### config.mk
export PLATFORM = sky130hd
export DESIGN_NAME = xsgil_muldiv
export DESIGN_NICKNAME = d
export VERILOG_FILES = /design/src/xsgil_pkg.sv /design/src/xsgil_muldiv.sv
export SDC_FILE = /design/constraint.sdc
export NUM_CORES = 1
export LEC_CHECK = 0
export ABC_AREA = 1
export BUFFER_PORTS_ARGS = -buffer_cell sky130_fd_sc_hd__buf_2
export CAP_MARGIN = 0
export CORE_ASPECT_RATIO = 0.5
export CORE_MARGIN = 4
export CORE_UTILIZATION = 39
export DETAILED_ROUTE_END_ITERATION = 8
export PLACE_DENSITY = 0.65
export SLEW_MARGIN = 20
export SYNTH_ARGS = -nofsm -noshare
export SYNTH_HDL_FRONTEND = slang
export SYNTH_SLANG_ARGS = --single-unit
### constraint.sdc
create_clock -name clock -period 9 [get_ports clock]
set_clock_uncertainty 0.2 [all_clocks]
set_input_delay 0.45 -clock clock [delete_from_list [all_inputs] [get_ports clock]]
set_output_delay 0.45 -clock clock [all_outputs]
set_load 0.02 [all_outputs]
### src/xsgil_pkg.sv
package xsgil_pkg;

   localparam int GRID_DEPTH = 1024;
   localparam int IDX_W      = $clog2(GRID_DEPTH);
   localparam int CNT_W      = $clog2(GRID_DEPTH + 1);

   localparam int E_W     = 57;
   localparam int V_W     = 32;
   localparam int X_W     = 34;
   localparam int BIN_W   = 10;
   localparam int FLAG_W  = 2;
   localparam int RXN_W   = 3;
   localparam int PTS_W   = 11;
   localparam int VROW_W  = 4 * V_W + X_W;
   localparam int PROD_W  = X_W + E_W;
   localparam int STEP_W  = $clog2(X_W);

   localparam logic MODE_LOAD   = 1'b0;
   localparam logic MODE_LOOKUP = 1'b1;

   localparam logic [RXN_W-1:0] RXN_ELASTIC   = 3'd0;
   localparam logic [RXN_W-1:0] RXN_INELASTIC = 3'd1;
   localparam logic [RXN_W-1:0] RXN_FISSION   = 3'd2;
   localparam logic [RXN_W-1:0] RXN_CAPTURE   = 3'd3;

   localparam logic [PTS_W-1:0] PTS_RESET = 11'd2;

   typedef enum logic [FLAG_W-1:0] {
      FLAG_INTERP = 2'd0,
      FLAG_BELOW  = 2'd1,
      FLAG_ABOVE  = 2'd2
   } range_flag_type;

   typedef enum logic [3:0] {
      L_IDLE, L_FIRST, L_LAST, L_SRCH, L_CMP, L_LO, L_HI, L_PREP, L_MULDIV, L_CLAMP, L_OUT
   } lookup_state_type;

   typedef enum logic [1:0] {
      MD_IDLE, MD_MUL, MD_DIV, MD_DONE
   } muldiv_state_type;

   // row layout: total, capture, fission, inelastic, elastic
   function automatic logic [X_W-1:0] xs_select(input logic [VROW_W-1:0] row,
                                                input logic [RXN_W-1:0] rxn);
      logic [X_W-1:0] res;
      unique case (rxn)
         RXN_ELASTIC:   res = X_W'(row[V_W-1:0]);
         RXN_INELASTIC: res = X_W'(row[2*V_W-1:V_W]);
         RXN_FISSION:   res = X_W'(row[3*V_W-1:2*V_W]);
         RXN_CAPTURE:   res = X_W'(row[4*V_W-1:3*V_W]);
         default:       res = row[VROW_W-1:4*V_W];
      endcase
      return res;
   endfunction

   function automatic logic [CNT_W-1:0] active_points(input logic [PTS_W-1:0] pts);
      int n;
      n = int'(pts);
      if (n < 2) n = 2;
      if (n > GRID_DEPTH) n = GRID_DEPTH;
      return CNT_W'(n);
   endfunction

endpackage

### src/xsgil_muldiv.sv
module xsgil_muldiv
   import xsgil_pkg::*;
(
   input  logic           clock,
   input  logic           reset,
   input  logic           start,
   input  logic [X_W-1:0] mag,
   input  logic [E_W-1:0] t,
   input  logic [E_W-1:0] den,
   output logic           done,
   output logic [X_W-1:0] quotient
);

   muldiv_state_type state_ff, state_in;
   logic [STEP_W-1:0] cnt_ff, cnt_in;
   logic [PROD_W-1:0] acc_ff, acc_in;
   logic [X_W-1:0]    mag_ff, mag_in;
   logic [E_W-1:0]    t_ff, t_in;
   logic [E_W-1:0]    den_ff, den_in;
   logic              last_step;
   logic [E_W:0]      trial;
   logic              ge;

   assign last_step = (cnt_ff == STEP_W'(X_W - 1));

   always_comb begin
      state_in = state_ff;
      unique case (state_ff)
         MD_IDLE: if (start) state_in = MD_MUL;
         MD_MUL:  if (last_step) state_in = MD_DIV;
         MD_DIV:  if (last_step) state_in = MD_DONE;
         MD_DONE: state_in = MD_IDLE;
         default: state_in = MD_IDLE;
      endcase
   end

   always_comb begin
      done     = (state_ff == MD_DONE);
      quotient = acc_ff[X_W-1:0];
   end

   // long division: high part of the product is already below den
   assign trial = {acc_ff[PROD_W-1:X_W], acc_ff[X_W-1]};
   assign ge    = (trial >= {1'b0, den_ff});

   always_comb begin
      cnt_in = cnt_ff;
      acc_in = acc_ff;
      mag_in = mag_ff;
      t_in   = t_ff;
      den_in = den_ff;
      unique case (state_ff)
         MD_IDLE: begin
            if (start) begin
               cnt_in = '0;
               acc_in = '0;
               mag_in = mag;
               t_in   = t;
               den_in = den;
            end
         end
         MD_MUL: begin
            acc_in = {acc_ff[PROD_W-2:0], 1'b0}
                   + (mag_ff[X_W-1] ? PROD_W'(t_ff) : PROD_W'(0));
            mag_in = {mag_ff[X_W-2:0], 1'b0};
            cnt_in = last_step ? '0 : cnt_ff + 1'b1;
         end
         MD_DIV: begin
            acc_in = {(ge ? E_W'(trial - {1'b0, den_ff}) : trial[E_W-1:0]),
                      acc_ff[X_W-2:0], ge};
            cnt_in = cnt_ff + 1'b1;
         end
         default: ;
      endcase
   end

   always_ff @(posedge clock) begin
      if (reset) begin
         state_ff <= MD_IDLE;
      end else begin
         state_ff <= state_in;
      end
   end

   always_ff @(posedge clock) begin
      cnt_ff <= cnt_in;
      acc_ff <= acc_in;
      mag_ff <= mag_in;
      t_ff   <= t_in;
      den_ff <= den_in;
   end

   a_start_args : assert property (@(posedge clock) disable iff (reset)
      start |-> (den != '0) && (t <= den))
      else $error("muldiv started with bad operands");

   a_start_mul : assert property (@(posedge clock) disable iff (reset)
      (start && state_ff == MD_IDLE) |=> state_ff == MD_MUL)
      else $error("muldiv did not begin multiply");

   a_rem_below : assert property (@(posedge clock) disable iff (reset)
      state_ff == MD_DIV |-> acc_ff[PROD_W-1:X_W] < den_ff)
      else $error("partial remainder not below divisor");

endmodule
# ---- Word level (Yosys, flattened, before mapping)
# Index checks and enable logic that the tools add are counted.
dict set report totals {
  in_bits 151
  regBits 247
  out_inout_bits 35
  wordCells 37
}
dict set report op_classes {
  n_mux 13
  addsub 3
  reduce_logical 7
  n_eq_ne 7
  order_cmp 1
}
# cell count
set op_table {}
lappend op_table {{$pmux W91 S3} 1}
lappend op_table {{$mux W57} 2}
lappend op_table {{$add A91 B57 Y91} 1}
lappend op_table {{$mux W91} 1}
lappend op_table {{$pmux W34 S2} 1}
lappend op_table {{$ge A58 B57 Y1} 1}
lappend op_table {{$sub A57 B57 Y57} 1}
lappend op_table {{$mux W34} 1}
lappend op_table {{$pmux W6 S3} 1}
lappend op_table {{$mux W6} 2}
lappend op_table {{$pmux W2 S4} 1}
lappend op_table {{$add A6 B1 Y6 const B} 1}
lappend op_table {{$eq A6 B6 Y1 const B} 1}
lappend op_table {{$mux W2} 3}
lappend op_table {{$ne A2 B2 Y1 const B} 3}
lappend op_table {{$reduce_and A2 Y1} 3}
lappend op_table {{$eq A2 B2 Y1 const B} 2}
lappend op_table {{$reduce_and A3 Y1} 1}
lappend op_table {{$reduce_bool A3 Y1} 1}
lappend op_table {{$eq A2 B1 Y1 const B} 1}
lappend op_table {{$logic_not A2 Y1} 1}
lappend op_table {{$reduce_bool A2 Y1} 1}

# ---- Longest topological paths before layout
# Gate-level depths: netlist of run 1.
dict set report logic_depth {
  word_depth 3
  mapped_depth 22
  ltp_nobuf 20
}

# ---- Worst setup path before layout of run 1
# No wires, ideal clock.
dict set report synth_timing {
  path_type {register -> register}
  start {reg state_ff[0]}
  end {reg acc_ff[0], enable pin}
  setup_time_ns 0.556
  period_less_slack_ns 5.601
  arrival_ns 4.846
  path_slack_ns 3.399
  t_required_ns 8.244
  n_path_buf 0
  stages_incl_launch_ff 6
  cell_sequence {dfxtp_1 > inv_1 > ha_1 > inv_1 > nor2_1 > nor2_1}
}
dict set report synth_via {
  elab_chain_cells 3
  word_cells_on_any_way 6
  classes_between {3 x eq/ne; 3 x reduce/logical}
}
# element line
set synth_lines {}
lappend synth_lines {{start: declaration} xsgil_muldiv.sv:14} ;# muldiv_state_type state_ff, state_in;
lappend synth_lines {{start signal: assignment} xsgil_muldiv.sv:81} ;# state_ff <= state_in;
lappend synth_lines {{$eq A2 B1 Y1 (tied with other cells)} xsgil_muldiv.sv:52} ;# unique case (state_ff)
lappend synth_lines {{$reduce_bool A3 Y1 (no source line) or $ne A2 B2 Y1 (tied branches)} n/a}
lappend synth_lines {{$reduce_and A2 Y1 (no source line) *} n/a}
lappend synth_lines {{end signal: assignment} xsgil_muldiv.sv:87} ;# acc_ff <= acc_in;
lappend synth_lines {{end: declaration} xsgil_muldiv.sv:16} ;# logic [PROD_W-1:0] acc_ff, acc_in;
# Mark *: on every way between the ends. The rest lies on a longest branch, timed or not.
# A chain may end at the register's enable or synchronous reset.

# ---- Final worst setup path of run 1
dict set report layout_timing {
  start {reg acc_ff[33]}
  end {reg acc_ff[84] (data pin)}
}
dict set report layout_via {
  elab_chain_cells 3
  word_cells_on_any_way 5
  classes_between {2 x add/sub; 1 x order compare; 2 x mux}
}
# element line
set layout_lines {}
lappend layout_lines {{$sub A57 B57 Y57 or $ge A58 B57 Y1 (tied branches)} {xsgil_muldiv.sv:69, xsgil_muldiv.sv:44}}
lappend layout_lines {{$mux W57} xsgil_muldiv.sv:69} ;# acc_in = {(ge ? E_W'(trial - {1'b0, den_ff}) : trial[E_W-1:0]),
lappend layout_lines {{$pmux W91 S3 *} xsgil_muldiv.sv:52}
lappend layout_lines {{net acc_in[84]} xsgil_muldiv.sv:16}
# The timed path passes the listed nets; every way through them passes the cells marked *.

==> results of run 1 <==
[how the worst max path moves through the flow]
| stage | start | endpoint | depth (start not counted) |
|---|---|---|---|
| 2_1_floorplan | state_ff[0] | acc_ff[0] | 5 |
| 3_3_place_gp | acc_ff[87] | acc_ff[76] | 13 |
| 3_5_place_dp | acc_ff[33] | acc_ff[90] | 14 |
| 4_1_cts | acc_ff[33] | acc_ff[86] | 14 |
| 5_1_grt | acc_ff[72] | acc_ff[69] | 13 |
| 6_report | acc_ff[33] | acc_ff[84] | 14 |
[registers in the layout (all words and copies together) (netlist names)]
signal / cells
state_ff: 2
t_ff: 57
mag_ff: 34
acc_ff: 91
cnt_ff: 6
den_ff: 57
[cell usage after synthesis (3+ instances only)]
library cell,count
a21oi_1,188
and2_1,7
buf_1,7
buf_2,7
buf_4,34
buf_6,12
clkbuf_1,37
edfxtp_1,245
ha_1,120
inv_1,790
inv_2,19
nand2_1,1479
nand2_2,12
nand3_1,263
nand3b_1,8
nand4_1,71
nor2_1,289
nor2_2,14
nor2_4,3
nor3_1,36
o21ai_0,52
o21bai_1,7
or2_2,18
xnor2_1,27
xor2_1,4
[metrics by stage]
stage | hold slack, ns | instances | total power (uW) | area, sq um
3_5_place_dp | 0.302 | 4639 | 7370 | 24700
5_1_grt | 0.278 | 4836 | 9450 | 27100
2_1_floorplan | 0.294 | 3773 | 5670 | 23300
3_3_place_gp | 0.298 | 4639 | 7360 | 24700
4_1_cts | 0.176 | 4836 | 8690 | 27100
6_report | 0.218 | 4837 | 8810 | 27100
[cell families (layout without fill, tap and decap cells)]
group / Yosys count / count (layout) / share of synthesized area [%]
flops: 247 / 247 / 31.8
other cells: 0 / 1 / 0
simple gates: 2210 / 2210 / 39.1
fa+ha+maj: 122 / 122 / 6.63
compound gates: 255 / 255 / 5.69
xor+xnor: 31 / 31 / 1.17
buf+inv: 908 / 1203 / 15.6
[power breakdown]
part           internal, uW  total (uW)  switching [uW]
registers              1810        2200             386
logic                  1530        5380            3850
clock network           696        1240             540
total                  4030        8810            4780
[cell usage in the layout (no fill, tap or decap), drive strengths merged, types with 2 or more instances in the layout]
| cell | Yosys | layout |
|---|---|---|
| a21oi | 189 | 189 |
| xnor2 | 27 | 27 |
| and2 | 7 | 7 |
| nor3b | 2 | 2 |
| nand2 | 1491 | 1491 |
| dfxtp | 2 | 2 |
| inv | 809 | 812 |
| nand4 | 71 | 71 |
| xor2 | 4 | 4 |
| or2 | 18 | 18 |
| buf | 60 | 195 |
| fa | 2 | 2 |
| nor3 | 38 | 38 |
| nand3b | 9 | 9 |
| ha | 120 | 120 |
| clkinvlp | 0 | 5 |
| o21ai | 53 | 53 |
| nor2 | 306 | 306 |
| bufinv | 0 | 5 |
| edfxtp | 245 | 245 |
| and3 | 2 | 2 |
| dlygate4sd3 | 0 | 149 |
| o21bai | 7 | 7 |
| clkbuf | 37 | 27 |
| nand3 | 266 | 266 |
| clkinv | 2 | 10 |
[layout make-up]
type	instances	area, sq um	area share [%]
multi-input cells	2618	12300	45.3
flip-flops and latches	247	7400	27.3
inverters	811	3050	11.2
repair buffers	344	2500	9.21
well taps	768	961	3.54
clock buffers	27	676	2.49
clock inverters	21	264	0.974
diodes	1	2.50	0.00923
[per-layer routing]
metal  vias up  GRT usage, %
li1      12140             -
met1     11221          43.8
met2      1082          41.7
met3       108          5.73
met4         0          6.81
met5         -             0
[worst max-delay path, stage by stage (launching register included)]
cell and delay (ns):
edfxtp_1 0.43, inv_1 0.17, ha_1 0.22, fa_1 0.25, nor2_1 0.10, nand3_1 0.11
nand3_2 0.14, nand2_1 0.11, nand3_2 0.08, nand2_2 0.62, nand3_4 0.75, nand2_2 0.69
nand2_1 0.10, nand2_1 0.08, a21oi_1 0.08
==> reports/qor.txt, run 1 <==
CTS H-tree depth: 1
Number of nets with antenna violations after routing: 0
TritonRoute pass-1 iters: 5
Relative slew slack: 40.0%
Power density over the cells: 325 nW/um^2
RD Place Congestion: 1.06
Hold crit path type: primary input to flip-flop
Longest Clk Path Bufs: 3
Worst reg2reg endpoint: acc_ff[84]
Routed len/inst: 19.6 microns
Place WS: 4.61 ns
Root Driver: clkbuf_16
Final number of max-transition violations: 0
Synth Instances: 3773
Synth cell types: 42
Mapped Nets: 4046
Period utilization: 49.8%
Hold Path Sink: state_ff[1]
Register area share after synthesis: 31.8%
Synth area leader: edfxtp_1
Buffer count from post-CTS setup fixing: 0
RSZ-0062 raised after global routing: no
Worst-Skew Late Latency: 0.61 ns
Fin crit period: 4.48 ns
Fmax: 223 MHz
Data arrival, critical path: 4.58 ns
Post-route setup slack: 4.52 ns
CP required: 9.10 ns
Metal2 WL: 37.5 mm
Vias: 24551
Clock slew at reported path FFs: 0.07 ns
Area of the mapped netlist: 23300 sq um
Hold Fails Final Rpt: 0
Vias in the first global route: 22752
Port Buf Inserts: 185
Layout cells sized above 1: 7.92%
Area Overhead vs Synth: 16.5%
Core Region: 58200 sq um
Critical Path End Type: flip-flop
Hold Path Cell Cnt: 4
Largest net degree at the start of global routing: 92
Reg2reg setup slack: 4.52 ns
Top-level I/O count: 186
CTS sink count: 247
Crit-path max FO: 58
Overflow after GRT: 0
Top_reg_cell synth: edfxtp_1
# hold bufs at CTS: 149
Post-DP HPWL: 77.2 mm
DRC viols: 0
Fillers: 6216
Worst-Margin Slew: 0.900 ns
Starting density of the core: 40.0%
R2R cell count: 14
Ys async rst share: 0%
Status: finished, final reports clean
Largest cells by area after synthesis: edfxtp_1 32%, nand2_1 24%, inv_1 13%
Max layer used: met4
Peak VDD IR: 0.239 mV
Worst reg2reg startpoint: acc_ff[33]
Register bit count reported by yosys: 247
Syn avg cell area: 6.17 sq um
Vias per cell: 5.08
1st-iter DRT viols: 2929
Global-route wire length before repair: 141 mm
Rows: 62
GRT Total Usage: 28.8%
CTS tree: yes
Die X: 353 microns
Die Ht: 181 microns
Top cell type's share of synthesized area: 31.6%
CP Launch Type: flip-flop
Yosys Warn Count: 0
Routed wire length: 94.6 mm
Max_cap viols: 0
Crit Path Class: flip-flop to flip-flop
Hold_sp: start
Initial antenna violation count: 0
Post-synth EDFFs: 245
Post-CTS resize count: 0
# nets final: 4321
Leak Pwr: 0.0145 uW
Final setup vio count: 0
M1 wire length: 45.0 mm
CTS Buf Count: 26
Met3 WL: 9.59 mm
Die Area: 63900 sq um
Fin util: 46.6%
Setup_tns: 0 ns
No activity file was read; power rests on OpenSTA's default activity.
==> run 2: changes to the inputs <==
==> constraint.sdc (replaced) <==
create_clock -name clock -period 4.2 [get_ports clock]
set_clock_uncertainty 0.2 [all_clocks]
set_input_delay 0.21 -clock clock [delete_from_list [all_inputs] [get_ports clock]]
set_output_delay 0.21 -clock clock [all_outputs]
set_load 0.02 [all_outputs]
==> run 2 against run 1 <==
  * First-iteration DRC count increased by 1.9%
  * Critical path depth increased by 1
  * Flip-flop and latch count unchanged
  * Largest cell class unchanged
  * Global-route usage is 0.71 points lower
  * Fmax is 16% higher
  * Highest routed layer is now met5
  * Non-clock buffer count rose by 23
  * Core utilization rose by 0.41 points
  * Routed wire length shrank 2.1%
  * Count of clock-buffer cells in the layout unchanged
  * Clock power grew 110%
  * Sequential power up 120%
==> reports/qor.txt, run 2 (synthesis gave the netlist of run 1 again) <==
Critical-path top delay cell: nor2_1
# nets final: 4344 (+0.53%)
Buffer count from post-CTS setup fixing: 0 (unchanged)
Final number of max-transition violations: 0 (unchanged)
Met1 GRT Util: 42.0% (-1.9 points)
Vias per cell: 5.07 (-0.11%)
Global-route wire length before repair: 138 mm (-1.8%)
CTS sink count: 247 (unchanged)
CP required: 4.33 ns (-4.77 ns)
Hold crit path type: primary input to flip-flop
Area Overhead vs Synth: 17.6%
GRT busiest layer: met2
Largest net degree at the start of global routing: 57 (-38%)
Cell area after layout: 27300 sq um (+0.88%)
CTS tree: yes
Top-level I/O count: 186 (unchanged)
Fillers: 6215 (-0.016%)
Port Buf Inserts: 185 (unchanged)
Die X: 353 microns (unchanged)
GRT Total Usage: 28.1% (-0.71 points)
Routed len/inst: 19.1 microns (-2.5%)
Cell breakdown of the critical path: buf_4, nand2_1, inv_1, ha_1, nand2_1, nor2_1, nand3_1, nand3_1, nand3_1, nor2_1, nand2_1, nand3_1, nand2_1, nand3_1, a21oi_1
Core Region: 58200 sq um (unchanged)
Largest register FFs: 91 (unchanged)
R2R cell count: 15 (+1)
1st-iter DRT viols: 2985 (+1.9%)
Reg area: 7400 sq um (unchanged)
Hold Fails Final Rpt: 0 (unchanged)
Most common cell after layout, fill and taps aside: nand2_1
Multi-input gate area: 12300 sq um (unchanged)
TritonRoute pass-1 iters: 7 (+2)
Post-CTS resize count: 0 (unchanged)
CP Launch Type: flip-flop
CTS H-tree depth: 1 (unchanged)
Routed wire length: 92.6 mm (-2.1%)
Total power: 19000 uW (+120%)
Overflow after GRT: 0 (unchanged)
RD Place Congestion: 1.03 (-2.7%)
Most frequent cells in the layout: 1479 x nand2_1, 788 x inv_1, 288 x nor2_1
Die Ht: 181 microns (unchanged)
Vias in the first global route: 22897 (+0.64%)
Period utilization: 91.9% (+42 points)
Critical Path End Type: flip-flop
# hold bufs at CTS: 151 (+1.3%)
Clock slew at reported path FFs: 0.07 ns (about the same)
Vias: 24635 (+0.34%)
Worst reg2reg endpoint: acc_ff[74]
Leak Pwr: 0.0146 uW (+0.98%)
Status: finished, final reports clean
Met3 usage: 5.21% (-0.52 points)
Post-DP HPWL: 75.1 mm (-2.7%)
Max_cap viols: 0 (unchanged)
Peak VDD IR: 0.330 mV (+38%)
Rows: 62 (unchanged)
Crit-path max FO: 26 (-55%)
Data arrival, critical path: 3.99 ns (-0.59 ns)
Longest Clk Path Bufs: 3 (unchanged)
Relative slew slack: 36.9% (-3.1 points)
Fmax: 259 MHz (+16%)
Crit path from: mag_ff[33]
Starting density of the core: 40.0% (unchanged)
Post-DP Area: 24900 sq um (+0.94%)
Initial antenna violation count: 2 (+2)
Fin crit period: 3.86 ns (-0.620 ns)
Number of nets with antenna violations after routing: 0 (unchanged)
Layout cells sized above 1: 8.31% (+0.40 points)
Worst-Skew Late Latency: 0.62 ns (about the same)
CTS Buf Count: 26 (unchanged)
Worst reg2reg startpoint: mag_ff[33]
Biggest regs: acc_ff (91), den_ff (57), t_ff (57)
Worst-Margin Slew: 0.945 ns (+0.0456 ns)
CP endpoint: acc_ff[74]
Met2 Track Usage GR: 42.3% (+0.59 points)
Crit path top cell by count: nand3_1
Max stage delay on crit path: 0.52 ns (-0.23 ns)
Root Driver: clkbuf_16
Final setup vio count: 0 (unchanged)
Setup_tns: 0 ns (unchanged)
Power density over the cells: 696 nW/um^2 (+110%)
# diodes: 0 (-1)
Die Area: 63900 sq um (unchanged)
DRC viols: 0 (unchanged)
Crit Path Class: flip-flop to flip-flop
Reg2reg setup slack: 0.34 ns (-4.18 ns)
Largest Register: acc_ff
RSZ-0062 raised after global routing: no
[run 2: cell count changes in the layout (fill, tap and decap cells not counted), sizes merged]
cell	delta
clkinvlp	-3
diode	-1
buf	+21
clkinv	+5
dlygate4sd3	+2
inv	-2
[run 2: worst min-delay path by stage]
stage                        from           to  cells after the start  slack, ns
after global placement      t[38]     t_ff[38]                      1       0.19
after floorplan             reset  state_ff[0]                      1       0.09
after global routing      den[55]   den_ff[55]                      2       0.09
after CTS                 den[14]   den_ff[14]                      2       0.07
final                      den[1]    den_ff[1]                      2        0.1
after detailed placement   den[1]    den_ff[1]                      1       0.19
[run 2: critical path: cells and delay by family (launching register included)]
kind / cells / cell delay (ns)
adder cells (fa/ha/maj): 1 / 0.34
AO/OA/AOI/OAI: 1 / 0.08
AND/OR/NAND/NOR: 11 / 2.29
flip-flops: 1 / 0.38
buffers and inverters: 2 / 0.28
[run 2: layout make-up]
cell class              instances  share of cell area (%)
clock inverters                21                    1.01
repair buffers                367                    10.0
clock buffers                  27                    2.39
multi-input cells            2618                    44.9
inverters                     811                    11.1
well taps                     768                    3.51
flip-flops and latches        247                    27.0
[run 2: routing by layer]
layer  vias to the layer above  routed length [microns]  share of wire (%)
li1                      12186                        -                  -
met1                     11239                    43100                 46
met2                      1086                    38300                 41
met3                       118                     9080                9.8
met4                         6                     2170                2.3
met5                         -                       34              0.037
[run 2: power breakdown]
part / total (uW) / switching, uW / internal, uW
Clock: 2600 / 1140 / 1460
Sequential: 4760 / 883 / 3880
Combinational: 11700 / 8230 / 3440
[run 2: through the flow]
step                hold WS, ns  cells  setup WS [ns]  utilization [%]
CTS                      0.0674   4859          0.456             47.0
global placement          0.187   4660          0.403             42.8
detailed placement        0.188   4660          0.426             42.8
finish                   0.0976   4859          0.341             47.0
global route             0.0936   4859          0.191             47.0
floorplan                0.0880   3773         0.0260                -
